**src/sv/pmse_pkg.sv**
```systemverilog
package pmse_pkg;

	// Block sizing
	localparam int CHANNELS        = 8;
	localparam int MAX_SAMPLES     = 1024;
	localparam int SAMPLE_BITS     = 14;
	localparam int MIN_SAMPLES     = 2;
	localparam int DEFAULT_SAMPLES = 100;

	// Port widths fixed by the interface
	localparam int CH_W  = 3;
	localparam int SMP_W = 14;
	localparam int CFG_W = 11;
	localparam int OUT_W = 18;

	// Accumulator widths
	localparam int ADDR_W = (CHANNELS > 1) ? $clog2(CHANNELS) : 1;
	localparam int CNT_W  = $clog2(MAX_SAMPLES + 1);
	localparam int SUM_W  = SAMPLE_BITS + $clog2(MAX_SAMPLES);
	localparam int SQR_W  = 2 * SAMPLE_BITS;
	localparam int SQ_W   = 2 * SAMPLE_BITS + $clog2(MAX_SAMPLES);

	// Statistics datapath widths
	localparam int MEAN_FRAC  = 4;
	localparam int VAR_FRAC   = 2 * MEAN_FRAC;
	localparam int SQ_LO_W    = (SQ_W + 1) / 2;
	localparam int SQ_HI_W    = SQ_W - SQ_LO_W;
	localparam int PLO_W      = CNT_W + SQ_LO_W;
	localparam int PHI_W      = CNT_W + SQ_HI_W;
	localparam int A_W        = CNT_W + SQ_W;
	localparam int B_W        = 2 * SUM_W;
	localparam int DEN_W      = 2 * CNT_W;
	localparam int MEAN_DVD_W = SUM_W + MEAN_FRAC;
	localparam int DVD_W      = A_W + VAR_FRAC;
	localparam int DSR_W      = DEN_W;
	localparam int STEP_W     = $clog2(DVD_W + 1);
	localparam int RAD_W      = 2 * ((DVD_W + 1) / 2);
	localparam int ROOT_W     = RAD_W / 2;
	localparam int REM_W      = ROOT_W + 2;
	localparam int RSTEP_W    = $clog2(ROOT_W + 1);

	localparam logic [OUT_W-1:0] OUT_MAX = '1;

	// One channel's accumulator word as kept in the RAM
	typedef struct packed {
		logic [CNT_W-1:0] count;
		logic [SUM_W-1:0] sum;
		logic [SQ_W-1:0]  sq;
	} acc_t;

	// Finished accumulation handed to the statistics unit
	typedef struct packed {
		logic [CH_W-1:0]  ch;
		logic [CNT_W-1:0] n;
		logic [SUM_W-1:0] sum;
		logic [SQ_W-1:0]  sq;
	} job_t;

	typedef enum logic {
		TS_IDLE,
		TS_UPDATE
	} top_state_t;

	typedef enum logic [2:0] {
		SS_IDLE,
		SS_MUL_LO,
		SS_MUL_HI,
		SS_DIFF,
		SS_DIV_MEAN,
		SS_DIV_VAR,
		SS_SQRT,
		SS_HOLD
	} stats_state_t;

endpackage

```
**src/sv/pmse_ram.sv**
```systemverilog
module pmse_ram #(
	parameter int WIDTH = 8,
	parameter int DEPTH = 8
) (
	input  logic                                  clk,
	input  logic                                  we,
	input  logic [((DEPTH > 1) ? $clog2(DEPTH) : 1)-1:0] waddr,
	input  logic [WIDTH-1:0]                      wdata,
	input  logic                                  re,
	input  logic [((DEPTH > 1) ? $clog2(DEPTH) : 1)-1:0] raddr,
	output logic [WIDTH-1:0]                      rdata
);

	logic [WIDTH-1:0] mem [DEPTH];

	// One write port, one registered read port
	always_ff @(posedge clk) begin
		if (we) begin
			mem[waddr] <= wdata;
		end
		if (re) begin
			rdata <= mem[raddr];
		end
	end

endmodule

```
**src/sv/pmse_div.sv**
```systemverilog
module pmse_div import pmse_pkg::*; (
	input  logic              clk,
	input  logic              arst_n,
	input  logic              start,
	input  logic [DVD_W-1:0]  dvd,
	input  logic [DSR_W-1:0]  dsr,
	input  logic [STEP_W-1:0] steps,
	output logic              done,
	output logic [DVD_W-1:0]  quo
);

	logic              busy_q;
	logic              done_q;
	logic [STEP_W-1:0] cnt_q;
	logic [DSR_W-1:0]  rem_q;
	logic [DSR_W-1:0]  dsr_q;
	logic [DVD_W-1:0]  quo_q;
	logic [DSR_W:0]    trial;
	logic [DSR_W:0]    diff;
	logic              ge;

	// Restoring step: one quotient bit per cycle, MSB first
	always_comb begin
		trial = {rem_q, quo_q[DVD_W-1]};
		diff  = trial - {1'b0, dsr_q};
		ge    = (trial >= {1'b0, dsr_q});
	end

	// Step counter and done pulse
	always_ff @(posedge clk or negedge arst_n) begin
		if (!arst_n) begin
			busy_q <= 1'b0;
			done_q <= 1'b0;
			cnt_q  <= '0;
		end else if (start) begin
			busy_q <= 1'b1;
			done_q <= 1'b0;
			cnt_q  <= steps;
		end else if (busy_q) begin
			cnt_q  <= cnt_q - STEP_W'(1);
			busy_q <= (cnt_q != STEP_W'(1));
			done_q <= (cnt_q == STEP_W'(1));
		end else begin
			done_q <= 1'b0;
		end
	end

	// Dividend shifts out at the top, quotient bits shift in at the bottom
	always_ff @(posedge clk) begin
		if (start) begin
			quo_q <= dvd;
			rem_q <= '0;
			dsr_q <= dsr;
		end else if (busy_q) begin
			quo_q <= {quo_q[DVD_W-2:0], ge};
			rem_q <= ge ? diff[DSR_W-1:0] : trial[DSR_W-1:0];
		end
	end

	assign done = done_q;
	assign quo  = quo_q;

endmodule

```
**src/sv/pmse_sqrt.sv**
```systemverilog
module pmse_sqrt import pmse_pkg::*; (
	input  logic              clk,
	input  logic              arst_n,
	input  logic              start,
	input  logic [RAD_W-1:0]  rad,
	output logic              done,
	output logic [ROOT_W-1:0] root
);

	logic               busy_q;
	logic               done_q;
	logic [RSTEP_W-1:0] cnt_q;
	logic [RAD_W-1:0]   rad_q;
	logic [ROOT_W-1:0]  root_q;
	logic [REM_W-1:0]   rem_q;
	logic [REM_W+1:0]   cand;
	logic [REM_W+1:0]   trial;
	logic [REM_W+1:0]   diff;
	logic               ge;

	// Digit-by-digit root: two radicand bits in, one root bit out per cycle
	always_comb begin
		cand  = {rem_q, rad_q[RAD_W-1 -: 2]};
		trial = {2'b00, root_q, 2'b01};
		diff  = cand - trial;
		ge    = (cand >= trial);
	end

	always_ff @(posedge clk or negedge arst_n) begin
		if (!arst_n) begin
			busy_q <= 1'b0;
			done_q <= 1'b0;
			cnt_q  <= '0;
		end else if (start) begin
			busy_q <= 1'b1;
			done_q <= 1'b0;
			cnt_q  <= RSTEP_W'(ROOT_W);
		end else if (busy_q) begin
			cnt_q  <= cnt_q - RSTEP_W'(1);
			busy_q <= (cnt_q != RSTEP_W'(1));
			done_q <= (cnt_q == RSTEP_W'(1));
		end else begin
			done_q <= 1'b0;
		end
	end

	always_ff @(posedge clk) begin
		if (start) begin
			rad_q  <= rad;
			root_q <= '0;
			rem_q  <= '0;
		end else if (busy_q) begin
			rad_q  <= {rad_q[RAD_W-3:0], 2'b00};
			root_q <= {root_q[ROOT_W-2:0], ge};
			rem_q  <= ge ? diff[REM_W-1:0] : cand[REM_W-1:0];
		end
	end

	assign done = done_q;
	assign root = root_q;

endmodule

```
**src/sv/pmse_stats.sv**
```systemverilog
module pmse_stats import pmse_pkg::*; (
	input  logic             clk,
	input  logic             arst_n,
	input  logic             job_start,
	input  job_t             job,
	output logic             job_ready,
	output logic             out_valid,
	input  logic             out_ready,
	output logic [CH_W-1:0]  out_channel,
	output logic [OUT_W-1:0] pedestal_mean,
	output logic [OUT_W-1:0] pedestal_std
);

	stats_state_t      state_q, state_d;
	job_t              job_q;
	logic [PLO_W-1:0]  plo_q;
	logic [B_W-1:0]    b_q;
	logic [DEN_W-1:0]  den_q;
	logic [A_W-1:0]    a_q;
	logic [A_W-1:0]    d_q;
	logic [OUT_W-1:0]  mean_q;
	logic [OUT_W-1:0]  std_q;
	logic [PHI_W-1:0]  phi;
	logic [A_W-1:0]    b_ext;

	logic              div_start;
	logic [DVD_W-1:0]  div_dvd;
	logic [DSR_W-1:0]  div_dsr;
	logic [STEP_W-1:0] div_steps;
	logic              div_done;
	logic [DVD_W-1:0]  div_quo;
	logic              sqrt_start;
	logic              sqrt_done;
	logic [ROOT_W-1:0] sqrt_root;

	// Shared divider: mean first, then the variance
	pmse_div u_div (
		.clk   (clk),
		.arst_n(arst_n),
		.start (div_start),
		.dvd   (div_dvd),
		.dsr   (div_dsr),
		.steps (div_steps),
		.done  (div_done),
		.quo   (div_quo)
	);

	pmse_sqrt u_sqrt (
		.clk   (clk),
		.arst_n(arst_n),
		.start (sqrt_start),
		.rad   (RAD_W'(div_quo)),
		.done  (sqrt_done),
		.root  (sqrt_root)
	);

	assign phi   = PHI_W'(job_q.n) * PHI_W'(job_q.sq[SQ_W-1:SQ_LO_W]);
	assign b_ext = A_W'(b_q);

	always_ff @(posedge clk or negedge arst_n) begin
		if (!arst_n) begin
			state_q <= SS_IDLE;
		end else begin
			state_q <= state_d;
		end
	end

	// Sequencer
	always_comb begin
		state_d    = state_q;
		job_ready  = 1'b0;
		out_valid  = 1'b0;
		div_start  = 1'b0;
		div_dvd    = {job_q.sum, {(DVD_W-SUM_W){1'b0}}};
		div_dsr    = DSR_W'(job_q.n);
		div_steps  = STEP_W'(MEAN_DVD_W);
		sqrt_start = 1'b0;
		case (state_q)
			SS_IDLE: begin
				job_ready = 1'b1;
				if (job_start) begin
					state_d = SS_MUL_LO;
				end
			end
			SS_MUL_LO: begin
				state_d = SS_MUL_HI;
			end
			SS_MUL_HI: begin
				state_d = SS_DIFF;
			end
			SS_DIFF: begin
				div_start = 1'b1;
				state_d   = SS_DIV_MEAN;
			end
			SS_DIV_MEAN: begin
				if (div_done) begin
					div_start = 1'b1;
					div_dvd   = {d_q, {VAR_FRAC{1'b0}}};
					div_dsr   = den_q;
					div_steps = STEP_W'(DVD_W);
					state_d   = SS_DIV_VAR;
				end
			end
			SS_DIV_VAR: begin
				if (div_done) begin
					sqrt_start = 1'b1;
					state_d    = SS_SQRT;
				end
			end
			SS_SQRT: begin
				if (sqrt_done) begin
					state_d = SS_HOLD;
				end
			end
			SS_HOLD: begin
				out_valid = 1'b1;
				if (out_ready) begin
					state_d = SS_IDLE;
				end
			end
			default: begin
				state_d = SS_IDLE;
			end
		endcase
	end

	// Products, variance numerator and saturated results
	always_ff @(posedge clk) begin
		case (state_q)
			SS_IDLE: begin
				if (job_start) begin
					job_q <= job;
				end
			end
			SS_MUL_LO: begin
				plo_q <= PLO_W'(job_q.n) * PLO_W'(job_q.sq[SQ_LO_W-1:0]);
				b_q   <= B_W'(job_q.sum) * B_W'(job_q.sum);
				den_q <= DEN_W'(job_q.n) * DEN_W'(job_q.n - CNT_W'(1));
			end
			SS_MUL_HI: begin
				a_q <= A_W'(plo_q) + (A_W'(phi) << SQ_LO_W);
			end
			SS_DIFF: begin
				d_q <= (a_q > b_ext) ? (a_q - b_ext) : '0;
			end
			SS_DIV_MEAN: begin
				if (div_done) begin
					mean_q <= (|div_quo[MEAN_DVD_W-1:OUT_W]) ? OUT_MAX : div_quo[OUT_W-1:0];
				end
			end
			SS_SQRT: begin
				if (sqrt_done) begin
					std_q <= (|sqrt_root[ROOT_W-1:OUT_W]) ? OUT_MAX : sqrt_root[OUT_W-1:0];
				end
			end
			default: begin
			end
		endcase
	end

	assign out_channel   = job_q.ch;
	assign pedestal_mean = mean_q;
	assign pedestal_std  = std_q;

endmodule

```
**src/sv/pedestal_mean_std_estimator_core.sv**
```systemverilog
// Channel   Handshake               Payload
// config    cfg_wr_en               cfg_wr_data (samples_per_pedestal)
// input     in_valid / in_ready     channel, waveform_start, sample
// output    out_valid / out_ready   out_channel, pedestal_mean, pedestal_std
//
// A sample is handled as a RAM read of the channel's accumulators, then update and write back.
// The sample that completes a pedestal also hands the sums to the statistics unit, which
// runs its SS_MUL_LO, SS_MUL_HI and SS_DIFF states, 28 + 57 divider steps and 29 root steps.
// Samples keep flowing meanwhile; a second completing sample waits until the previous
// result has been taken from the output register.
// Reset clears the control state and the per-channel valid bits; no clearing pass is needed.
module pedestal_mean_std_estimator_core import pmse_pkg::*; (
	input  logic             clk,
	input  logic             arst_n,
	input  logic             cfg_wr_en,
	input  logic [CFG_W-1:0] cfg_wr_data,
	input  logic             in_valid,
	output logic             in_ready,
	input  logic [CH_W-1:0]  channel,
	input  logic             waveform_start,
	input  logic [SMP_W-1:0] sample,
	output logic             out_valid,
	input  logic             out_ready,
	output logic [CH_W-1:0]  out_channel,
	output logic [OUT_W-1:0] pedestal_mean,
	output logic [OUT_W-1:0] pedestal_std
);

	top_state_t             state_q, state_d;
	logic [CNT_W-1:0]       n_q;
	logic [CNT_W-1:0]       n_clamp;
	logic [CHANNELS-1:0]    valid_q;
	logic [CH_W-1:0]        ch_s1;
	logic                   start_s1;
	logic [SAMPLE_BITS-1:0] smp_s1;
	logic [ADDR_W-1:0]      addr_s1;
	logic [$bits(acc_t)-1:0] rd_data;
	acc_t                   rd_acc;
	acc_t                   old_acc;
	acc_t                   new_acc;
	logic [SQR_W-1:0]       smp_sq;
	logic                   ch_ok;
	logic                   live;
	logic                   final_smp;
	logic                   rd_en;
	logic                   wr_en;
	logic                   job_start;
	logic                   stats_ready;
	job_t                   job;

	assign ch_ok   = (32'(channel) < CHANNELS);
	assign addr_s1 = ch_s1[ADDR_W-1:0];
	assign rd_acc  = rd_data;

	// Effective sample count, clamped when written
	always_comb begin
		if (cfg_wr_data < CFG_W'(MIN_SAMPLES)) begin
			n_clamp = CNT_W'(MIN_SAMPLES);
		end else if (32'(cfg_wr_data) > MAX_SAMPLES) begin
			n_clamp = CNT_W'(MAX_SAMPLES);
		end else begin
			n_clamp = CNT_W'(cfg_wr_data);
		end
	end

	always_ff @(posedge clk or negedge arst_n) begin
		if (!arst_n) begin
			n_q <= CNT_W'(DEFAULT_SAMPLES);
		end else if (cfg_wr_en) begin
			n_q <= n_clamp;
		end
	end

	// Read-modify-write of the channel's accumulators
	always_comb begin
		old_acc       = (start_s1 || !valid_q[addr_s1]) ? '0 : rd_acc;
		smp_sq        = SQR_W'(smp_s1) * SQR_W'(smp_s1);
		live          = (old_acc.count < n_q);
		new_acc.count = old_acc.count + CNT_W'(1);
		new_acc.sum   = old_acc.sum + SUM_W'(smp_s1);
		new_acc.sq    = old_acc.sq + SQ_W'(smp_sq);
		final_smp     = live && (new_acc.count == n_q);
		job.ch        = ch_s1;
		job.n         = n_q;
		job.sum       = new_acc.sum;
		job.sq        = new_acc.sq;
	end

	always_ff @(posedge clk or negedge arst_n) begin
		if (!arst_n) begin
			state_q <= TS_IDLE;
		end else begin
			state_q <= state_d;
		end
	end

	// Control: accept, read, then write back, drop a sample past the count, or wait for the statistics unit
	always_comb begin
		state_d   = state_q;
		in_ready  = 1'b0;
		rd_en     = 1'b0;
		wr_en     = 1'b0;
		job_start = 1'b0;
		case (state_q)
			TS_IDLE: begin
				in_ready = 1'b1;
				if (in_valid && ch_ok) begin
					rd_en   = 1'b1;
					state_d = TS_UPDATE;
				end
			end
			TS_UPDATE: begin
				if (!live) begin
					state_d = TS_IDLE;
				end else if (!final_smp || stats_ready) begin
					wr_en     = 1'b1;
					job_start = final_smp;
					state_d   = TS_IDLE;
				end
			end
			default: begin
				state_d = TS_IDLE;
			end
		endcase
	end

	// Input transaction capture
	always_ff @(posedge clk) begin
		if (in_valid && in_ready) begin
			ch_s1    <= channel;
			start_s1 <= waveform_start;
			smp_s1   <= sample[SAMPLE_BITS-1:0];
		end
	end

	// Entries not yet written read as zero
	always_ff @(posedge clk or negedge arst_n) begin
		if (!arst_n) begin
			valid_q <= '0;
		end else if (wr_en) begin
			valid_q[addr_s1] <= 1'b1;
		end
	end

	pmse_ram #(
		.WIDTH($bits(acc_t)),
		.DEPTH(CHANNELS)
	) u_ram (
		.clk  (clk),
		.we   (wr_en),
		.waddr(addr_s1),
		.wdata(new_acc),
		.re   (rd_en),
		.raddr(channel[ADDR_W-1:0]),
		.rdata(rd_data)
	);

	pmse_stats u_stats (
		.clk          (clk),
		.arst_n       (arst_n),
		.job_start    (job_start),
		.job          (job),
		.job_ready    (stats_ready),
		.out_valid    (out_valid),
		.out_ready    (out_ready),
		.out_channel  (out_channel),
		.pedestal_mean(pedestal_mean),
		.pedestal_std (pedestal_std)
	);

endmodule

```
**config.mk**
```make
export PLATFORM = sky130hd
export DESIGN_NAME = pedestal_mean_std_estimator_core
export DESIGN_NICKNAME = d
export VERILOG_FILES = /design/src/sv/pmse_pkg.sv /design/src/sv/pmse_ram.sv /design/src/sv/pmse_div.sv /design/src/sv/pmse_sqrt.sv /design/src/sv/pmse_stats.sv /design/src/sv/pedestal_mean_std_estimator_core.sv
export SDC_FILE = /design/constraint.sdc
export NUM_CORES = 2
export LEC_CHECK = 0
export ABC_CLOCK_PERIOD_IN_PS = 19200
export BUFFER_PORTS_ARGS = -buffer_cell sky130_fd_sc_hd__buf_2
export CAP_MARGIN = 20
export CORE_UTILIZATION = 30
export CTS_CLUSTER_SIZE = 25
export DETAILED_ROUTE_END_ITERATION = 10
export PLACE_DENSITY = 0.41
export SKIP_CTS_REPAIR_TIMING = 1
export SYNTH_ARGS = -nofsm -noshare
export SYNTH_HDL_FRONTEND = slang
export SYNTH_HIERARCHICAL = 1
export SYNTH_SLANG_ARGS = --single-unit
```
**constraint.sdc**
```tcl
create_clock -name clk -period 19.2 [get_ports clk]
set_input_delay 0.96 -clock clk [delete_from_list [all_inputs] [get_ports clk]]
set_output_delay 0.96 -clock clk [all_outputs]
set_load 0.02 [all_outputs]
```
Yosys cells after proc, flatten, opt, wreduce, memory -nomap -nowiden
Memories as Yosys holds them, arrays and structs flattened. A register that Yosys moved wholly into a read port is not among the register bits. Index checks and enable logic that the tools add are counted. W data, S select, Z words.

Flip-flop bits (word level): 585. Memory bits (writable): 584. Output and inout bits: 41. Word-level logic and storage cells: 147. Memories: 1.

Add/subtract/negate cells: 10. Multiply operators: 5. Magnitude comparators: 8. Eq/ne operators: 17. Multiplexer cells: 56. Bitwise logic cells: 2. Reduce and logical (&&, ||, !) cells: 16.

Memories: u_ram.mem (words 8, width 73, rd ports 1, clocked after Yosys merged registers in 1, wr ports 1, line pmse_ram.sv:14) `logic [WIDTH-1:0] mem [DEPTH];`.

Operators by type and width (number): $mux W57 (6); $mux W73 (1); $mul A11 B19 Y30 (2); $add A30 B49 Y49 (1); $gt A49 B48 Y1 (1); $sub A49 B48 Y49 (1); $mul A24 B24 Y48 (1); $mux W11 (4); $add A38 B28 Y38 (1); $ge A33 B31 Y1 (1); $mux W31 (1); $sub A31 B31 Y31 (1); $mul A14 B14 Y28 (1); $mux W1 (27); $add A24 B14 Y24 (1); $mux W6 (4); $pmux W3 S8 (1); $ge A23 B22 Y1 (1); $mul A11 B22 Y22 (1); $mux W22 (1); $sub A22 B22 Y22 (1); $mux W3 (5); $eq A3 B3 Y1 const B (4); $sub A11 B1 Y12 const B (1); other kinds (31) (45).

Longest topological paths before layout
Word-level depth: 15. Mapped depth: 28. Mapped depth without buffers: 27.

Cells and area by module
The synthesis kept the hierarchy.

Modules (own cells, without submodules): pmse_stats (instances 1, cells an instance 4957, area an instance 48217.5 sq um); pmse_ram (instances 1, cells an instance 929, area an instance 24732.5 sq um); pedestal_mean_std_estimator_core (instances 1, cells an instance 1170, area an instance 10167.3 sq um); pmse_sqrt (instances 1, cells an instance 649, area an instance 6891.6 sq um); pmse_div (instances 1, cells an instance 489, area an instance 5666.7 sq um).

Worst setup path after synthesis
OpenSTA, ideal clock, no wires.

Kind: register to register. Start point: register ch_s1[0] (netlist: addr_s1[0]). End point: memory u_ram/mem[0][0] (netlist bit), enable pin. Setup time: 594 ps. Data arrival time: 8959 ps. Required time: 18606 ps. Path slack: 9647 ps. Cell stages (with the launch flop): 20. Clock period less this slack: 9553 ps. Cells stage by stage: edfxtp_1 or2_1 o22ai_1 a22o_2 buf_2 clkbuf_1 clkbuf_1 nand2_1 inv_1 ha_1 buf_6 nand4_2 or3_1 and2_1 o31ai_1 a211oi_1 and4_4 a21oi_2 nand2b_1 nor3_1.

RTL lines: start, declared (line pedestal_mean_std_estimator_core.sv:33) `logic [CH_W-1:0] ch_s1;`; start signal, assigned (line pedestal_mean_std_estimator_core.sv:130) `ch_s1 <= channel;`; end, declared (line pmse_ram.sv:14).

==> impl_metrics.yaml <==
floorplanning:
  ios: 75
  die_x_um: 567
  core-area_um2: 316000
  rows: 206
  dieArea_um2: 321000
  die_y_um: 567
  start_util_pct: 30.3
flow_run:
  maxCapViolCount: 0
clock_tree:
  cts_root_buffer: "clkbuf_16"
  insertion_delay_ns: 0.85
  cts_num_sinks: 1240
  clockBufferDepth: 4
  clk_pin_slew_ns: 0.06
  cts_tree: "yes"
  h-tree-depth: 4
  cts_buffers: 153
timing:
  tns_ns: 0
  setup_violations: 0
  fin_crit_sh_pct: 43.9
  worst_slew_pin_slew_ns: 1.08
  slew_headroom_pct: 26.9
  hold_viol: 0
  final-max-slew-violation-count: 0
  max_freq_mhz: 119
  rsz0062_at_grt: "no"
  period_needed_ns: 8.44
  skew_ns: 0.105
logic_synthesis:
  ys_ff_latch: 1240
  yosysSeqAreaShare_pct: 37.9
  yosysUniqueCellTypes: 124
  syn_inst: 8194
  synth_area_per_cell_um2: 11.7
  ys_warn_count: 6
  synth_edf_count: 1120
  async_flop_share_pct: 3.06
  synth_area_um2: 95700
  synthFlopType: "edfxtp_1"
finish:
  multi_input_area_um2: 52700
  fin_nets: 9836
  utilization_pct: 33.4
  finish.instance_area_um2: 106000
  seqCellArea_um2: 36200
  final_common_cell: "inv_1"
  layout-drive-gt1-share_pct: 9.44
  final_cell_mix: "inv_1, edfxtp_1, fa_1"
  syn2layout_area_growth_pct: 10.4
  fill_cells: 31500
route:
  vias: 58800
  drc: 0
  wl_per_cell_um: 20.0
  ant_nets: 0
  first_pass_iters: 7
  wirelength_um: 250000
  drt_iter0_markers: 2999
  routed_via_density: 4.70
pwr:
  power.density_nw_per_um2: 87.8
  max-vdd-ir-drop_mv: 0.294
  leakagePower_uw: 0.0440
  power.total_uw: 9280
critical_path:
  cp.arrival_ns: 8.97
  endpoint_kind: "flip-flop"
  crit_type: "flip-flop to flip-flop"
  crit_path_start_kind: "flip-flop"
  critPathMaxFanout: 37
  required_ns: 19.74
global_routing:
  grtUsageTotal_pct: 15.6
  antenna_found_initial: 18
  grt_max_degree: 61
  grt_pass1_vias: 63900
  grt_pass1_wl_um: 390000
  grt_overflow: 0
placed_design:
  finalWeightedCongestion: 0.826
  dp.final_hpwl_um: 180000
  port_buffers: 74
  dpl_cell_area_um2: 101000
worst_hold_path:
  min_path_type: "input pin to flip-flop"
outcome:
  status: "complete, no violations"
[worst paths after layout]
check,from,endpoint,slack (ns),cells past startpoint
worst max-delay path,addr_s1[1],u_stats/job_q[32],10.76,25
worst min-delay path,sample[9],smp_s1[9],0.28,1
worst max register to register,addr_s1[1],u_stats/job_q[32],10.76,25
worst min register to register,u_stats/plo_q[8],u_stats/a_q[8],0.39,0
max in group asynchronous,arst_n,n_q[3],18.21,2
min in group asynchronous,arst_n,u_stats/u_sqrt/busy_q,0.31,2
[cells in the mapped netlist (all sizes together), types with 105 or more instances]
master	n	area [um^2]
clkbuf	269	1150
o21ai	189	953
and2	414	2590
ha	631	7900
fa	961	19200
nand2	731	2750
a21o	105	790
edfxtp	1120	33600
nor2	307	1150
mux4	146	3700
xnor2	209	1840
a21oi	275	1400
inv	1404	5270
mux2	216	2440
[critical path, stage by stage, from the launching register on]
cell and delay [ns]:
edfxtp_1 0.57, nor2b_1 0.24, a221o_1 0.42, a22o_4 0.38, and2_1 0.26, fa_1 0.49
inv_1 0.06, fa_1 0.49, inv_1 0.06, fa_1 0.49, inv_1 0.05, fa_1 0.47
inv_1 0.05, fa_1 0.53, inv_1 0.06, fa_1 0.53, inv_1 0.04, ha_1 0.33
o21ai_0 0.14, nor4_1 0.11, a2111oi_2 0.82, nor3_1 0.22, o211ai_1 0.26, a211oi_1 0.18
o21ai_1 0.23, mux2i_1 0.61
[area by class of cell]
type	instances	share of cell area [%]
antenna	4	0.00947
timing repair buffer	178	1.11
clock inverter	83	0.913
sequential	1240	34.3
clock buffer	192	3.85
tap	4160	4.93
multi-input combinational	5232	49.9
inverter	1405	4.99
[registers in the layout (all words and copies together), names as in the netlist, 21 cells and up]
| register | cells |
|---|---|
| u_stats/u_div/quo | 57 |
| u_stats/u_sqrt/root | 29 |
| u_stats/b_q | 47 |
| u_ram/rdata | 73 |
| u_stats/a_q | 49 |
| u_stats/plo_q | 30 |
| u_stats/u_sqrt/rad_q | 58 |
| u_ram/mem | 584 |
| u_stats/job_q | 73 |
| u_stats/u_sqrt/rem_q | 31 |
| u_stats/d_q | 49 |
| u_stats/u_div/rem_q | 22 |
| u_stats/u_div/dsr_q | 22 |
| u_stats/den_q | 21 |
[report_power, final]
part,total [uW],switching [uW],internal (uW)
clock network,2920,1170,1750
logic,2520,1740,781
registers,3840,43.0,3790
total,9280,2960,6320
[logic make-up (layout without fill, tap and decap cells)]
logic type,Yosys count,in the layout,share of synthesized area (%)
AO/OA/AOI/OAI,924,924,6.46
AND/OR/NAND/NOR,1973,1973,10.2
flip-flops,1240,1240,37.9
buffers and inverters,1732,1858,7.18
XOR/XNOR,303,303,2.82
multiplexers,428,428,7.10
other,2,16,0.00785
adder cells (fa/ha/maj),1592,1592,28.4
[metal layers]
metal  global-route usage (%)  vias up  share of wire [%]
li1                         -    27500                  -
met1                     21.9    30200                 48
met2                     26.5      796                 48
met3                     1.45      246                3.0
met4                     2.82        2                1.5
met5                        0        -             0.0040
[through the flow]
step	hold WS [ns]	cells	worst slack (ns)
after floorplan	0.400	8204	9.65
after global placement	0.407	12200	10.67
after detailed placement	0.405	12200	10.69
after CTS	0.199	12500	10.64
after global routing	0.232	12500	10.13
final	0.283	12500	10.76
No activity file was read; power rests on OpenSTA's default activity.
